--- src/rtl/mrpf_pkg.sv ---
`default_nettype none

package mrpf_pkg;

    localparam int MAX_POINTS_DEFAULT = 7;
    localparam int QUEUE_DEPTH = 2;

    localparam logic [7:0]  FUNC_WRITE_MULTI = 8'h10;
    localparam logic [15:0] CRC_INIT = 16'hFFFF;
    localparam logic [15:0] CRC_POLY = 16'hA001;

    // Register indexes on the configuration port (paddr[3:2]).
    localparam logic [1:0] REG_SLAVE_ADDRESS    = 2'd0;
    localparam logic [1:0] REG_START_REGISTER   = 2'd1;
    localparam logic [1:0] REG_POINTS_PER_FRAME = 2'd2;

    localparam logic [7:0]  SLAVE_ADDRESS_RESET    = 8'd1;
    localparam logic [15:0] START_REGISTER_RESET   = 16'd8;
    localparam logic [2:0]  POINTS_PER_FRAME_RESET = 3'd1;

    typedef struct packed {
        logic signed [15:0] pos_x;
        logic signed [15:0] pos_y;
        logic signed [15:0] pos_z;
        logic signed [15:0] rot_angle;
        logic signed [7:0]  move_speed;
        logic               valve_on;
    } point_t;

    typedef struct packed {
        logic [7:0] frame_byte;
        logic       frame_end;
    } frame_t;

    // One classified point as it waits between front and back.
    typedef struct packed {
        logic [15:0] word_x;
        logic [15:0] word_y;
        logic [15:0] word_z;
        logic [15:0] word_a;
        logic [7:0]  speed;
        logic        valve;
        logic        first;
        logic        last;
        logic [7:0]  slave;
        logic [15:0] start_reg;
        logic [7:0]  reg_count;
        logic [7:0]  byte_count;
    } entry_t;

    function automatic logic [15:0] times_ten(input logic [15:0] raw);
        times_ten = (raw << 3) + (raw << 1);
    endfunction

    function automatic logic [15:0] crc16_byte(input logic [15:0] crc_in,
                                               input logic [7:0] data);
        logic [15:0] crc;
        crc = crc_in ^ {8'h00, data};
        for (int i = 0; i < 8; i++)
        begin
            if (crc[0])
                crc = (crc >> 1) ^ CRC_POLY;
            else
                crc = crc >> 1;
        end
        crc16_byte = crc;
    endfunction

endpackage

`default_nettype wire

--- src/rtl/modbus_rtu_point_framer_core.sv ---
// The first byte of a point reaches out_data through a queue slot and then the output register.
// A point takes ten bytes, seventeen for a point that opens a frame and two more for a point
// that closes one; the back end's serialiser emits one byte per cycle unless out_stall holds it.
// A two-entry queue lets the front take points while the serialiser is busy.
// Reset is asynchronous and active low: it empties the queue and output register,
// restarts the frame and returns the registers to their reset values.
`default_nettype none

module modbus_rtu_point_framer_core #(
    parameter int MAX_POINTS = mrpf_pkg::MAX_POINTS_DEFAULT
) (
    input  wire logic             clk,
    input  wire logic             rst_n,
    input  wire logic             in_valid,
    output logic                  in_stall,
    input  wire mrpf_pkg::point_t in_data,
    output logic                  out_valid,
    input  wire logic             out_stall,
    output mrpf_pkg::frame_t      out_data,
    input  wire logic             psel,
    input  wire logic             penable,
    input  wire logic             pwrite,
    input  wire logic [3:0]       paddr,
    input  wire logic [31:0]      pwdata,
    output logic [31:0]           prdata,
    output logic                  pready
);

    logic [7:0]  slave_address_reg;
    logic [15:0] start_register_reg;
    logic [2:0]  points_per_frame_reg;
    logic        cfg_write;

    logic             push;
    logic             pop;
    logic             queue_full;
    logic             head_valid;
    mrpf_pkg::entry_t push_entry;
    mrpf_pkg::entry_t head;

    assign pready    = 1'b1;
    assign cfg_write = psel && penable && pwrite;

    always_ff @(posedge clk or negedge rst_n)
    begin
        if (!rst_n)
        begin
            slave_address_reg    <= mrpf_pkg::SLAVE_ADDRESS_RESET;
            start_register_reg   <= mrpf_pkg::START_REGISTER_RESET;
            points_per_frame_reg <= mrpf_pkg::POINTS_PER_FRAME_RESET;
        end
        else if (cfg_write)
        begin
            unique case (paddr[3:2])
                mrpf_pkg::REG_SLAVE_ADDRESS:    slave_address_reg    <= pwdata[7:0];
                mrpf_pkg::REG_START_REGISTER:   start_register_reg   <= pwdata[15:0];
                mrpf_pkg::REG_POINTS_PER_FRAME: points_per_frame_reg <= pwdata[2:0];
                default: ;
            endcase
        end
    end

    always_comb
    begin
        unique case (paddr[3:2])
            mrpf_pkg::REG_SLAVE_ADDRESS:    prdata = {24'd0, slave_address_reg};
            mrpf_pkg::REG_START_REGISTER:   prdata = {16'd0, start_register_reg};
            mrpf_pkg::REG_POINTS_PER_FRAME: prdata = {29'd0, points_per_frame_reg};
            default:                        prdata = 32'd0;
        endcase
    end

    assign in_stall = queue_full;

    mrpf_front #(
        .MAX_POINTS(MAX_POINTS)
    ) u_front (
        .clk              (clk),
        .rst_n            (rst_n),
        .in_valid         (in_valid),
        .in_data          (in_data),
        .queue_full       (queue_full),
        .slave_address    (slave_address_reg),
        .start_register   (start_register_reg),
        .points_per_frame (points_per_frame_reg),
        .push             (push),
        .entry            (push_entry)
    );

    mrpf_queue u_queue (
        .clk        (clk),
        .rst_n      (rst_n),
        .push       (push),
        .push_entry (push_entry),
        .pop        (pop),
        .full       (queue_full),
        .head_valid (head_valid),
        .head       (head)
    );

    mrpf_back u_back (
        .clk        (clk),
        .rst_n      (rst_n),
        .head_valid (head_valid),
        .head       (head),
        .pop        (pop),
        .out_valid  (out_valid),
        .out_stall  (out_stall),
        .out_data   (out_data)
    );

endmodule

`default_nettype wire

--- src/rtl/mrpf_front.sv ---
`default_nettype none

module mrpf_front #(
    parameter int MAX_POINTS = mrpf_pkg::MAX_POINTS_DEFAULT
) (
    input  wire logic             clk,
    input  wire logic             rst_n,
    input  wire logic             in_valid,
    input  wire mrpf_pkg::point_t in_data,
    input  wire logic             queue_full,
    input  wire logic [7:0]       slave_address,
    input  wire logic [15:0]      start_register,
    input  wire logic [2:0]       points_per_frame,
    output logic                  push,
    output mrpf_pkg::entry_t      entry
);

    localparam logic [2:0] MAX_N = 3'((MAX_POINTS > 7) ? 7 : MAX_POINTS);

    logic [2:0] point_index_reg, point_index_next;
    logic [2:0] n_eff;
    logic [3:0] index_inc;
    logic       last;

    always_comb
    begin
        n_eff = (points_per_frame == 3'd0) ? 3'd1 : points_per_frame;
        if (n_eff > MAX_N)
            n_eff = MAX_N;
    end

    assign index_inc = {1'b0, point_index_reg} + 4'd1;
    assign last      = (index_inc >= {1'b0, n_eff});
    assign push      = in_valid && !queue_full;

    always_comb
    begin
        entry.word_x     = mrpf_pkg::times_ten(in_data.pos_x);
        entry.word_y     = mrpf_pkg::times_ten(in_data.pos_y);
        entry.word_z     = mrpf_pkg::times_ten(in_data.pos_z);
        entry.word_a     = mrpf_pkg::times_ten(in_data.rot_angle);
        entry.speed      = in_data.move_speed;
        entry.valve      = in_data.valve_on;
        entry.first      = (point_index_reg == 3'd0);
        entry.last       = last;
        entry.slave      = slave_address;
        entry.start_reg  = start_register;
        // Five registers and ten bytes per point.
        entry.reg_count  = ({5'd0, n_eff} << 2) + {5'd0, n_eff};
        entry.byte_count = entry.reg_count << 1;
    end

    always_comb
    begin
        point_index_next = point_index_reg;
        if (push)
            point_index_next = last ? 3'd0 : index_inc[2:0];
    end

    always_ff @(posedge clk or negedge rst_n)
    begin
        if (!rst_n)
            point_index_reg <= 3'd0;
        else
            point_index_reg <= point_index_next;
    end

endmodule

`default_nettype wire

--- src/rtl/mrpf_queue.sv ---
`default_nettype none

module mrpf_queue (
    input  wire logic             clk,
    input  wire logic             rst_n,
    input  wire logic             push,
    input  wire mrpf_pkg::entry_t push_entry,
    input  wire logic             pop,
    output logic                  full,
    output logic                  head_valid,
    output mrpf_pkg::entry_t      head
);

    localparam int DEPTH = mrpf_pkg::QUEUE_DEPTH;
    localparam int PW = (DEPTH > 1) ? $clog2(DEPTH) : 1;
    localparam int CW = $clog2(DEPTH + 1);

    mrpf_pkg::entry_t slots_reg [DEPTH];
    logic [PW-1:0] wr_ptr_reg, wr_ptr_next;
    logic [PW-1:0] rd_ptr_reg, rd_ptr_next;
    logic [CW-1:0] count_reg, count_next;

    assign full       = (count_reg == CW'(DEPTH));
    assign head_valid = (count_reg != '0);
    assign head       = slots_reg[rd_ptr_reg];

    always_comb
    begin
        wr_ptr_next = wr_ptr_reg;
        rd_ptr_next = rd_ptr_reg;
        count_next  = count_reg;
        if (push)
            wr_ptr_next = (wr_ptr_reg == PW'(DEPTH - 1)) ? '0 : wr_ptr_reg + 1'b1;
        if (pop)
            rd_ptr_next = (rd_ptr_reg == PW'(DEPTH - 1)) ? '0 : rd_ptr_reg + 1'b1;
        if (push && !pop)
            count_next = count_reg + 1'b1;
        else if (pop && !push)
            count_next = count_reg - 1'b1;
    end

    always_ff @(posedge clk or negedge rst_n)
    begin
        if (!rst_n)
        begin
            wr_ptr_reg <= '0;
            rd_ptr_reg <= '0;
            count_reg  <= '0;
        end
        else
        begin
            wr_ptr_reg <= wr_ptr_next;
            rd_ptr_reg <= rd_ptr_next;
            count_reg  <= count_next;
        end
    end

    always_ff @(posedge clk)
    begin
        if (push)
            slots_reg[wr_ptr_reg] <= push_entry;
    end

endmodule

`default_nettype wire

--- src/rtl/mrpf_back.sv ---
`default_nettype none

module mrpf_back (
    input  wire logic             clk,
    input  wire logic             rst_n,
    input  wire logic             head_valid,
    input  wire mrpf_pkg::entry_t head,
    output logic                  pop,
    output logic                  out_valid,
    input  wire logic             out_stall,
    output mrpf_pkg::frame_t      out_data
);

    // Byte positions within the bytes one point produces.
    localparam logic [4:0] POS_SLAVE    = 5'd0;
    localparam logic [4:0] POS_FUNC     = 5'd1;
    localparam logic [4:0] POS_START_HI = 5'd2;
    localparam logic [4:0] POS_START_LO = 5'd3;
    localparam logic [4:0] POS_REGS_HI  = 5'd4;
    localparam logic [4:0] POS_REGS_LO  = 5'd5;
    localparam logic [4:0] POS_BYTES    = 5'd6;
    localparam logic [4:0] POS_X_HI     = 5'd7;
    localparam logic [4:0] POS_X_LO     = 5'd8;
    localparam logic [4:0] POS_Y_HI     = 5'd9;
    localparam logic [4:0] POS_Y_LO     = 5'd10;
    localparam logic [4:0] POS_Z_HI     = 5'd11;
    localparam logic [4:0] POS_Z_LO     = 5'd12;
    localparam logic [4:0] POS_A_HI     = 5'd13;
    localparam logic [4:0] POS_A_LO     = 5'd14;
    localparam logic [4:0] POS_SPEED    = 5'd15;
    localparam logic [4:0] POS_VALVE    = 5'd16;
    localparam logic [4:0] POS_CRC_LO   = 5'd17;
    localparam logic [4:0] POS_CRC_HI   = 5'd18;

    logic             started_reg, started_next;
    logic [4:0]       pos_reg, pos_next;
    logic [15:0]      crc_reg, crc_next;
    logic             out_valid_reg, out_valid_next;
    mrpf_pkg::frame_t out_data_reg;

    logic [4:0]  pos;
    logic [7:0]  byte_sel;
    logic        load;
    logic        entry_done;
    logic [15:0] crc_base;

    // A point that does not open a frame skips the header positions.
    assign pos  = started_reg ? pos_reg : (head.first ? POS_SLAVE : POS_X_HI);
    assign load = head_valid && (!out_valid_reg || !out_stall);
    assign entry_done = (pos == POS_CRC_HI) || (pos == POS_VALVE && !head.last);
    assign pop  = load && entry_done;

    always_comb
    begin
        case (pos)
            POS_SLAVE:    byte_sel = head.slave;
            POS_FUNC:     byte_sel = mrpf_pkg::FUNC_WRITE_MULTI;
            POS_START_HI: byte_sel = head.start_reg[15:8];
            POS_START_LO: byte_sel = head.start_reg[7:0];
            POS_REGS_HI:  byte_sel = 8'h00;
            POS_REGS_LO:  byte_sel = head.reg_count;
            POS_BYTES:    byte_sel = head.byte_count;
            POS_X_HI:     byte_sel = head.word_x[15:8];
            POS_X_LO:     byte_sel = head.word_x[7:0];
            POS_Y_HI:     byte_sel = head.word_y[15:8];
            POS_Y_LO:     byte_sel = head.word_y[7:0];
            POS_Z_HI:     byte_sel = head.word_z[15:8];
            POS_Z_LO:     byte_sel = head.word_z[7:0];
            POS_A_HI:     byte_sel = head.word_a[15:8];
            POS_A_LO:     byte_sel = head.word_a[7:0];
            POS_SPEED:    byte_sel = head.speed;
            POS_VALVE:    byte_sel = {7'd0, head.valve};
            POS_CRC_LO:   byte_sel = crc_reg[7:0];
            POS_CRC_HI:   byte_sel = crc_reg[15:8];
            default:      byte_sel = 8'h00;
        endcase
    end

    // The checksum restarts with the slave address of every frame.
    assign crc_base = (pos == POS_SLAVE) ? mrpf_pkg::CRC_INIT : crc_reg;

    always_comb
    begin
        started_next   = started_reg;
        pos_next       = pos_reg;
        crc_next       = crc_reg;
        out_valid_next = out_valid_reg && out_stall;
        if (load)
        begin
            out_valid_next = 1'b1;
            started_next   = !entry_done;
            pos_next       = pos + 5'd1;
            if (pos <= POS_VALVE)
                crc_next = mrpf_pkg::crc16_byte(crc_base, byte_sel);
        end
    end

    always_ff @(posedge clk or negedge rst_n)
    begin
        if (!rst_n)
        begin
            started_reg   <= 1'b0;
            pos_reg       <= POS_SLAVE;
            crc_reg       <= mrpf_pkg::CRC_INIT;
            out_valid_reg <= 1'b0;
        end
        else
        begin
            started_reg   <= started_next;
            pos_reg       <= pos_next;
            crc_reg       <= crc_next;
            out_valid_reg <= out_valid_next;
        end
    end

    always_ff @(posedge clk)
    begin
        if (load)
        begin
            out_data_reg.frame_byte <= byte_sel;
            out_data_reg.frame_end  <= (pos == POS_CRC_HI);
        end
    end

    assign out_valid = out_valid_reg;
    assign out_data  = out_data_reg;

endmodule

`default_nettype wire

--- config.mk ---
export PLATFORM = sky130hd
export DESIGN_NAME = modbus_rtu_point_framer_core
export DESIGN_NICKNAME = d
export VERILOG_FILES = /design/src/rtl/mrpf_pkg.sv /design/src/rtl/modbus_rtu_point_framer_core.sv /design/src/rtl/mrpf_front.sv /design/src/rtl/mrpf_queue.sv /design/src/rtl/mrpf_back.sv
export SDC_FILE = /design/constraint.sdc
export NUM_CORES = 1
export LEC_CHECK = 0
export BUFFER_PORTS_ARGS = -buffer_cell sky130_fd_sc_hd__buf_2
export CAP_MARGIN = 20
export CORE_ASPECT_RATIO = 2
export CORE_MARGIN = 4
export CORE_UTILIZATION = 45
export DETAILED_ROUTE_END_ITERATION = 8
export PLACE_DENSITY = 0.73
export REMOVE_ABC_BUFFERS = 1
export SLEW_MARGIN = 20
export SYNTH_ARGS = -nofsm -noshare
export SYNTH_HDL_FRONTEND = slang
export SYNTH_SLANG_ARGS = --single-unit
export TNS_END_PERCENT = 20
--- constraint.sdc ---
create_clock -name clk -period 7.4 [get_ports clk]
set_input_delay 1.48 -clock clk [delete_from_list [all_inputs] [get_ports clk]]
set_output_delay 1.48 -clock clk [all_outputs]
set_load 0.005 [all_outputs]
# After elaboration in Yosys (flattened, before gate mapping)
# Memories as Yosys holds them, arrays and structs flattened.
# Cells that the tools add are included.
dict set report op_classes {
  add_sub_neg 11
  multipliers 0
  n_div 0
  n_lt_le_gt_ge 3
  n_eq_ne 20
  shift 0
  muxes 37
  bitwise 9
  n_reduce_logical 28
}
# operator n
set op_table {}
lappend op_table {{$mux W16} 23}
lappend op_table {{$pmux W8 S18} 1}
lappend op_table {{$add A16 B16 Y16} 4}
lappend op_table {{$pmux W16 S3} 1}
lappend op_table {{$eq A5 B4 Y1 const B} 8}
lappend op_table {{$not A2 Y3} 8}
lappend op_table {{$xor A16 B8 Y16} 1}
lappend op_table {{$eq A5 B3 Y1 const B} 3}
lappend op_table {{$eq A5 B5 Y1 const B} 3}
lappend op_table {{$mux W3} 4}
lappend op_table {{$eq A5 B2 Y1 const B} 2}
lappend op_table {{$logic_and A1 B1 Y1} 9}
lappend op_table {{$reduce_and A2 Y1} 4}
lappend op_table {{$logic_not A1 Y1} 7}
lappend op_table {{$add A5 B3 Y6} 1}
lappend op_table {{$logic_not A3 Y1} 2}
lappend op_table {{$add A5 B1 Y5 const B} 1}
lappend op_table {{$eq A5 B1 Y1 const B} 1}
lappend op_table {{$le A5 B5 Y1 const B} 1}
lappend op_table {{$logic_not A5 Y1} 1}
lappend op_table {{$mux W1} 5}
lappend op_table {{$mux W5} 1}
lappend op_table {{$add A3 B1 Y4 const B} 1}
lappend op_table {{$eq A2 B2 Y1 const B} 2}
lappend op_table {{other kinds (10)} 14}
dict set report word_totals {
  regBits 66
  latch_bits 0
  ram_bits 222
  rom_bits 0
  input_bits 116
  output_inout_bits 44
  word_cells 122
  memories 1
}
# memory depth width rd rd_ports_with_merged_regs write_ports line
set memory_table {}
lappend memory_table {u_queue.slots_reg 2 111 1 0 1 mrpf_queue.sv:18} ;# mrpf_pkg::entry_t slots_reg [DEPTH];

# Longest topological paths before layout
# An unclocked memory read counts as a cell.
dict set report depth {
  ltp_word 36
  depth_mapped 20
  depth_no_buf 18
}

# Hierarchy
# Synthesis repeated with hierarchy kept, for this count alone.
dict set report hier_totals {
  hier_cells 1201
  hier_area_um2 15884.0
}
# mod n_inst cells_each area_per_inst_um2 seq_area_each_um2
set modules_own_cells {}
lappend modules_own_cells {mrpf_queue 1 374 8643.3 7006.7}
lappend modules_own_cells {mrpf_front 1 412 3080.5 75.1}
lappend modules_own_cells {mrpf_back 1 306 2786.4 865.8}
lappend modules_own_cells {modbus_rtu_point_framer_core 1 109 1373.8 679.4}

# Worst setup path after synthesis
# Ideal clock, no wire load.
dict set report synth_path {
  kind {in2reg}
  from {in in_valid}
  to {mem u_queue.slots_reg[0][100] (netlist name), enable pin}
  setup_ps 562
  arrival_time_ps 5786
  t_required_ps 6838
  setup_slack_ps 1053
  path_stages 2
  n_path_buf 0
  cell_sequence {nand2_1 > nor2_1}
}
dict set report synth_between {
  elab_chain_cells 3
}
# element line
set synth_rtl {}
lappend synth_rtl {{start: declaration} modbus_rtu_point_framer_core.sv:14} ;# input wire logic in_valid,
lappend synth_rtl {{$logic_and A1 B1 Y1} mrpf_front.sv:34} ;# assign push = in_valid && !queue_full;
lappend synth_rtl {{$mux W1} mrpf_queue.sv:60} ;# if (push)
lappend synth_rtl {{$mux W1 (implied by the code)} mrpf_queue.sv:61} ;# slots_reg[wr_ptr_reg] <= push_entry;
lappend synth_rtl {{end: declaration} mrpf_queue.sv:18}
# No other way between the ends.

# Final worst setup path
dict set report layout_path {
  from {reg u_queue.rd_ptr_reg}
  to {reg u_back.crc_reg[15]}
}
dict set report layout_between {
  elab_chain_cells 29
  word_cells_on_any_way 55
  cone_classes {1 x order compare; 17 x eq/ne; 26 x mux; 8 x bitwise; 2 x reduce/logical; 1 x memory}
}
# element line
set layout_rtl {}
lappend layout_rtl {{start: declaration} mrpf_queue.sv:20} ;# logic [PW-1:0] rd_ptr_reg, rd_ptr_next;
lappend layout_rtl {{start signal: assignment} mrpf_queue.sv:53} ;# rd_ptr_reg <= rd_ptr_next;
lappend layout_rtl {{$mem_v2 Z2 W111 *} -}
lappend layout_rtl {{$mux W3} mrpf_back.sv:48} ;# assign pos = started_reg ? pos_reg : (head.first ? POS_SLAVE : POS_X_HI);
lappend layout_rtl {{$mux W5} mrpf_back.sv:48}
lappend layout_rtl {{$eq A5 B5 Y1 (tied with other cells)} mrpf_back.sv:55} ;# case (pos)
lappend layout_rtl {{$pmux W8 S18 / $mux W16 (equally long branches)} {mrpf_back.sv:55, mrpf_back.sv:80}}
lappend layout_rtl {{$xor A16 B8 Y16} mrpf_pkg.sv:58} ;# crc = crc_in ^ {8'h00, data};
lappend layout_rtl {{$mux W16 / $not A2 Y3 (equally long branches)} -}
lappend layout_rtl {{$mux W16, on equally long branches} {mrpf_back.sv:93, mrpf_pkg.sv:61}}
lappend layout_rtl {{[... 13 more ...]} -}
lappend layout_rtl {{$mux W16 (tied with other cells)} mrpf_pkg.sv:61} ;# if (crc[0])
lappend layout_rtl {{$mux W16, on equally long branches} {mrpf_back.sv:93, mrpf_pkg.sv:61}}
lappend layout_rtl {{$mux W16, on equally long branches} {mrpf_back.sv:88, mrpf_back.sv:93}}
lappend layout_rtl {{$not A2 Y3 (no line) / $mux W16 (equally long branches)} -}
lappend layout_rtl {{$mux W16} mrpf_pkg.sv:61}
lappend layout_rtl {{$mux W16} mrpf_back.sv:93} ;# if (pos <= POS_VALVE)
lappend layout_rtl {{$mux W16} mrpf_back.sv:88} ;# if (load)
lappend layout_rtl {{$mux W16} mrpf_pkg.sv:61}
lappend layout_rtl {{end signal: assignment} mrpf_back.sv:104} ;# crc_reg <= mrpf_pkg::CRC_INIT;
lappend layout_rtl {{end signal: assignment} mrpf_back.sv:111} ;# crc_reg <= crc_next;
lappend layout_rtl {{end: declaration} mrpf_back.sv:37} ;# logic [15:0] crc_reg, crc_next;
# Mark *: on every way between the ends. The rest lies on a longest branch, timed or not. The select of a mux whose other input is x is not followed.
# A chain may end at the register's enable or synchronous reset.

==> metrics.md <==
| Metric | Value |
|---|---|
| Status | `completed` |
| CTS max path bufs | `3` |
| Worst reg2reg path depth | `19` |
| # rows | `89` |
| Initial antenna violation count | `1` |
| CP max FO | `29` |
| Max FFs per register | `a little over 200` |
| Initial drt markers | `between 400 and 500` |
| Die Width | `roughly 130 um` |
| CTS tree | `done` |
| Setup Buffers After CTS | `0` |
| Placed insts | `between 1000 and 1500` |
| Vias/cell | `approximately 5.5` |
| Reg clk slew, reported paths | `roughly 70 ps` |
| Relative slew slack | `around 34%` |
| Layout area overhead | `12.78%` |
| Drt pass-1 iters | `5` |
| Buffers & Inverters on Critical Path | `3` |
| Power Density | `439.3 mW/mm2` |
| Critical path's largest stage delay | `770 ps` |
| Worst hold start | `u_back.crc_reg[12]` |
| Syn Area/Cell | `between 10 and 15 um2` |
| Worst setup path class | `flop to flop` |
| Max-slew violation count | `0` |
| Start of the worst register-to-register path | `u_queue.rd_ptr_reg` |
| Reg2reg setup slack | `between 1500 and 2000 ps` |
| Clk_lat worst skew | `approximately 530 ps` |
| Synthesized instance count | `just over 1000` |
| Synth top area cells | `edfxtp_1, dfrtp_1, mux2i_1` |
| Arr. time, crit path | `roughly 6100 ps` |
| Nets | `1337` |
| Sequential power share | `between 30% and 40%` |
| Cells resized by post-CTS repair | `0` |
| # port buffers | `120` |
| Post-route clock period utilization | `approximately 77%` |
| Syn Std Cell Area | `~0.014 mm2` |
| Worst min path class | `flop to flop` |
| Asr flop ratio synth | `21.27%` |
| Crit start category | `flop` |
| Switching Share | `35.88%` |
| Place WS | `roughly 1800 ps` |
| Post-route DRC | `0` |
| Share of layout cells above drive strength 1 | `about 21%` |
| Clock Skew | `13.98 ps` |
| Number of synthesized flops with an enable pin | `211` |
| Global-route wire length before repair | `approximately 50 mm` |
| Hold Fails Final Rpt | `0` |
| Post-synthesis adder-cell area fraction | `around 6.1%` |
| Overflow left after global routing | `0` |
| # clock sinks | `between 200 and 300` |
| Maxcap violations | `0` |
| Total GRT Usage | `~20%` |
| WP depth | `19` |
| Final setup margin | `1720 ps` |
| Hold Path Sink | `u_back.crc_reg[12]` |
| Placer Congestion | `between 0.9 and 1` |
| Primary FF master, synth | `edfxtp_1` |
| # setup viols final | `0` |
| Leakage | `0.005936 uW` |
| Pin count of the biggest net entering global routing | `between 60 and 70` |
| H-tree Lvls | `1` |
| Netlist cell types | `73` |
| Cts bufs inserted | `22` |
| Comb pwr share | `~43%` |
| Clock Power Share | `around 20%` |
| Post-synthesis mux area share | `10.49%` |
| Vias in the first global route | `between 8000 and 9000` |
| P_int | `~4300 uW` |
| Routed vias | `between 8000 and 9000` |
| Final Power | `around 6700 uW` |
| Drt wl/cell | `roughly 21 um` |
| Largest area contributor in the netlist | `edfxtp_1` |
| Largest family of logic cells by synthesized area | `multiplexers` |
| Compound-gate portion of the synthesized area | `under 10%` |
| Register area share after synthesis | `about 58%` |
| FMAX | `between 0.15 and 0.2 GHz` |
| RSZ-0062 raised after global routing | `false` |
| CORE AREA | `just under 0.03 mm2` |
| Synth Area in Simple Gates | `a little over 7%` |
| Setup crit start | `u_queue.rd_ptr_reg` |
| Reg-to-Reg End | `u_back.crc_reg[15]` |
| Antenna viol nets, final | `0` |
| Worst path required time | `about 8000 ps` |
| Final WL | `32.28 mm` |
| Post-synthesis register bit count | `between 200 and 300` |
| Fin Hold WS | `a little over 500 ps` |
| YS warnings | `0` |
| Layout Cells excl Fill | `about 1500` |
| Critical Path End Type | `flop` |
| Hold buffer count at CTS | `0` |
| Critical-path top delay cell | `nor4_1` |
| CP cell instances | `mux2i_1, nor2_1, buf_4, a21oi_1, ha_1, inv_1, nor2_1, ha_1, inv_1, o22ai_1, a211oi_1, o21ai_0, nor4_1, xnor3_1, xnor2_1, xnor3_1, xnor2_2, xor2_1, o21ai_1` |
| NetSw | `2403 uW` |
| Die area | `about 0.033 mm2` |
| Starting Density | `around 46%` |
| Dpl hpwl | `~25 mm` |
| Synth top area share | `between 40% and 50%` |
| Die Span Y | `between 200 and 300 um` |
| CP delay by family, top | `XOR/XNOR gates` |
| Max VDD drop | `0.6192 mV` |
| Fillers | `2551` |
| Min Tclk post-route | `5680 ps` |
| Synth Area in XOR/XNOR | `between 5 and 6%` |
| Hold path cells | `2` |
| Fin Setup TNS | `0 ps` |
| Worst Max-Slew Pin Slew | `a little under 1000 ps` |
| IO Count | `160` |
| Root Buffer Master | `clkbuf_16` |
-- power groups by stage --
stage / combinational (uW) / sequential [uW] / clock, uW
finish: 2880 / 2500 / 1320
floorplan: 2090 / 2540 / 0
global route: 3120 / 2540 / 1410
detailed placement: 2880 / 2530 / 0
global placement: 2810 / 2510 / 0
CTS: 2900 / 2500 / 1340
-- tightest hold or removal path, delay by kind of cell (launching register included) --
kind	cells	cell delay, ps
compound gates	1	60
simple gates	1	50
flops	1	390
-- layout make-up --
class	count	area [um2]	share of cell area, %
Tap cell	364	455.4	2.987
Sequential cell	268	7790	51.09
Clock inverter	16	267.8	1.756
Inverter	52	195.2	1.280
Timing Repair Buffer	131	683.2	4.481
Clock buffer	24	568.0	3.726
Multi-Input combinational cell	682	5285	34.66
Antenna cell	1	2.502	0.01641
-- metal layers --
layer	track usage, %	vias up	share of wire, %
met5	0	-	0
met1	20.01	4197	34
met2	38.34	206	57
met4	10.06	0	5.7
met3	1.921	77	3.3
li1	-	4038	-
-- stage by stage --
stage / area, um2 / util (%)
after detailed placement: 14410 / 48.64
after CTS: 15240 / 51.47
after global placement: 14400 / 48.63
final: 15250 / 51.47
after global routing: 15250 / 51.47
after floorplan: 13240 / -
-- Yosys cell counts (9+ instances only) --
master / instances
nand2b_1: 16
mux2_2: 37
inv_1: 51
xor2_1: 19
nor2_1: 61
edfxtp_1: 211
and2_1: 10
o21ai_0: 57
xnor2_1: 52
dfstp_2: 19
buf_2: 9
buf_4: 20
ha_1: 60
a21boi_0: 12
o32ai_1: 9
clkbuf_1: 13
o22ai_1: 18
nand2_1: 62
a21oi_1: 33
mux2i_1: 94
dfrtp_1: 38
-- worst max-delay path by stage --
stage                    endpoint  slack (ps)
2_1_floorplan  u_back.crc_reg[15]         130
3_3_place_gp   u_back.crc_reg[15]        1880
3_5_place_dp   u_back.crc_reg[15]        1810
4_1_cts        u_back.crc_reg[15]        1780
5_1_grt        u_back.crc_reg[15]        1500
6_report       u_back.crc_reg[15]        1720
-- cells in the final DEF (no fill, tap or decap), drive strengths merged, types with 18 or more instances in the layout --
master	netlist	final
edfxtp	211	211
dfstp	19	19
clkbuf	13	24
dfrtp	38	38
xor2	19	19
buf	37	131
inv	51	51
a21oi	33	33
o22ai	18	18
mux2i	94	94
ha	60	60
nor2	61	61
mux2	38	38
xnor2	53	53
o21ai	62	62
nand2	63	63
-- kinds of logic after synthesis --
| group | Yosys count |
|---|---|
| flip-flops | 268 |
| adder cells (fa/ha/maj) | 64 |
| buffers and inverters | 102 |
| AO/OA/AOI/OAI | 195 |
| XOR/XNOR | 75 |
| AND/OR/NAND/NOR | 197 |
| multiplexers | 134 |
| other | 2 |
Power figures use the tool's default switching activity.
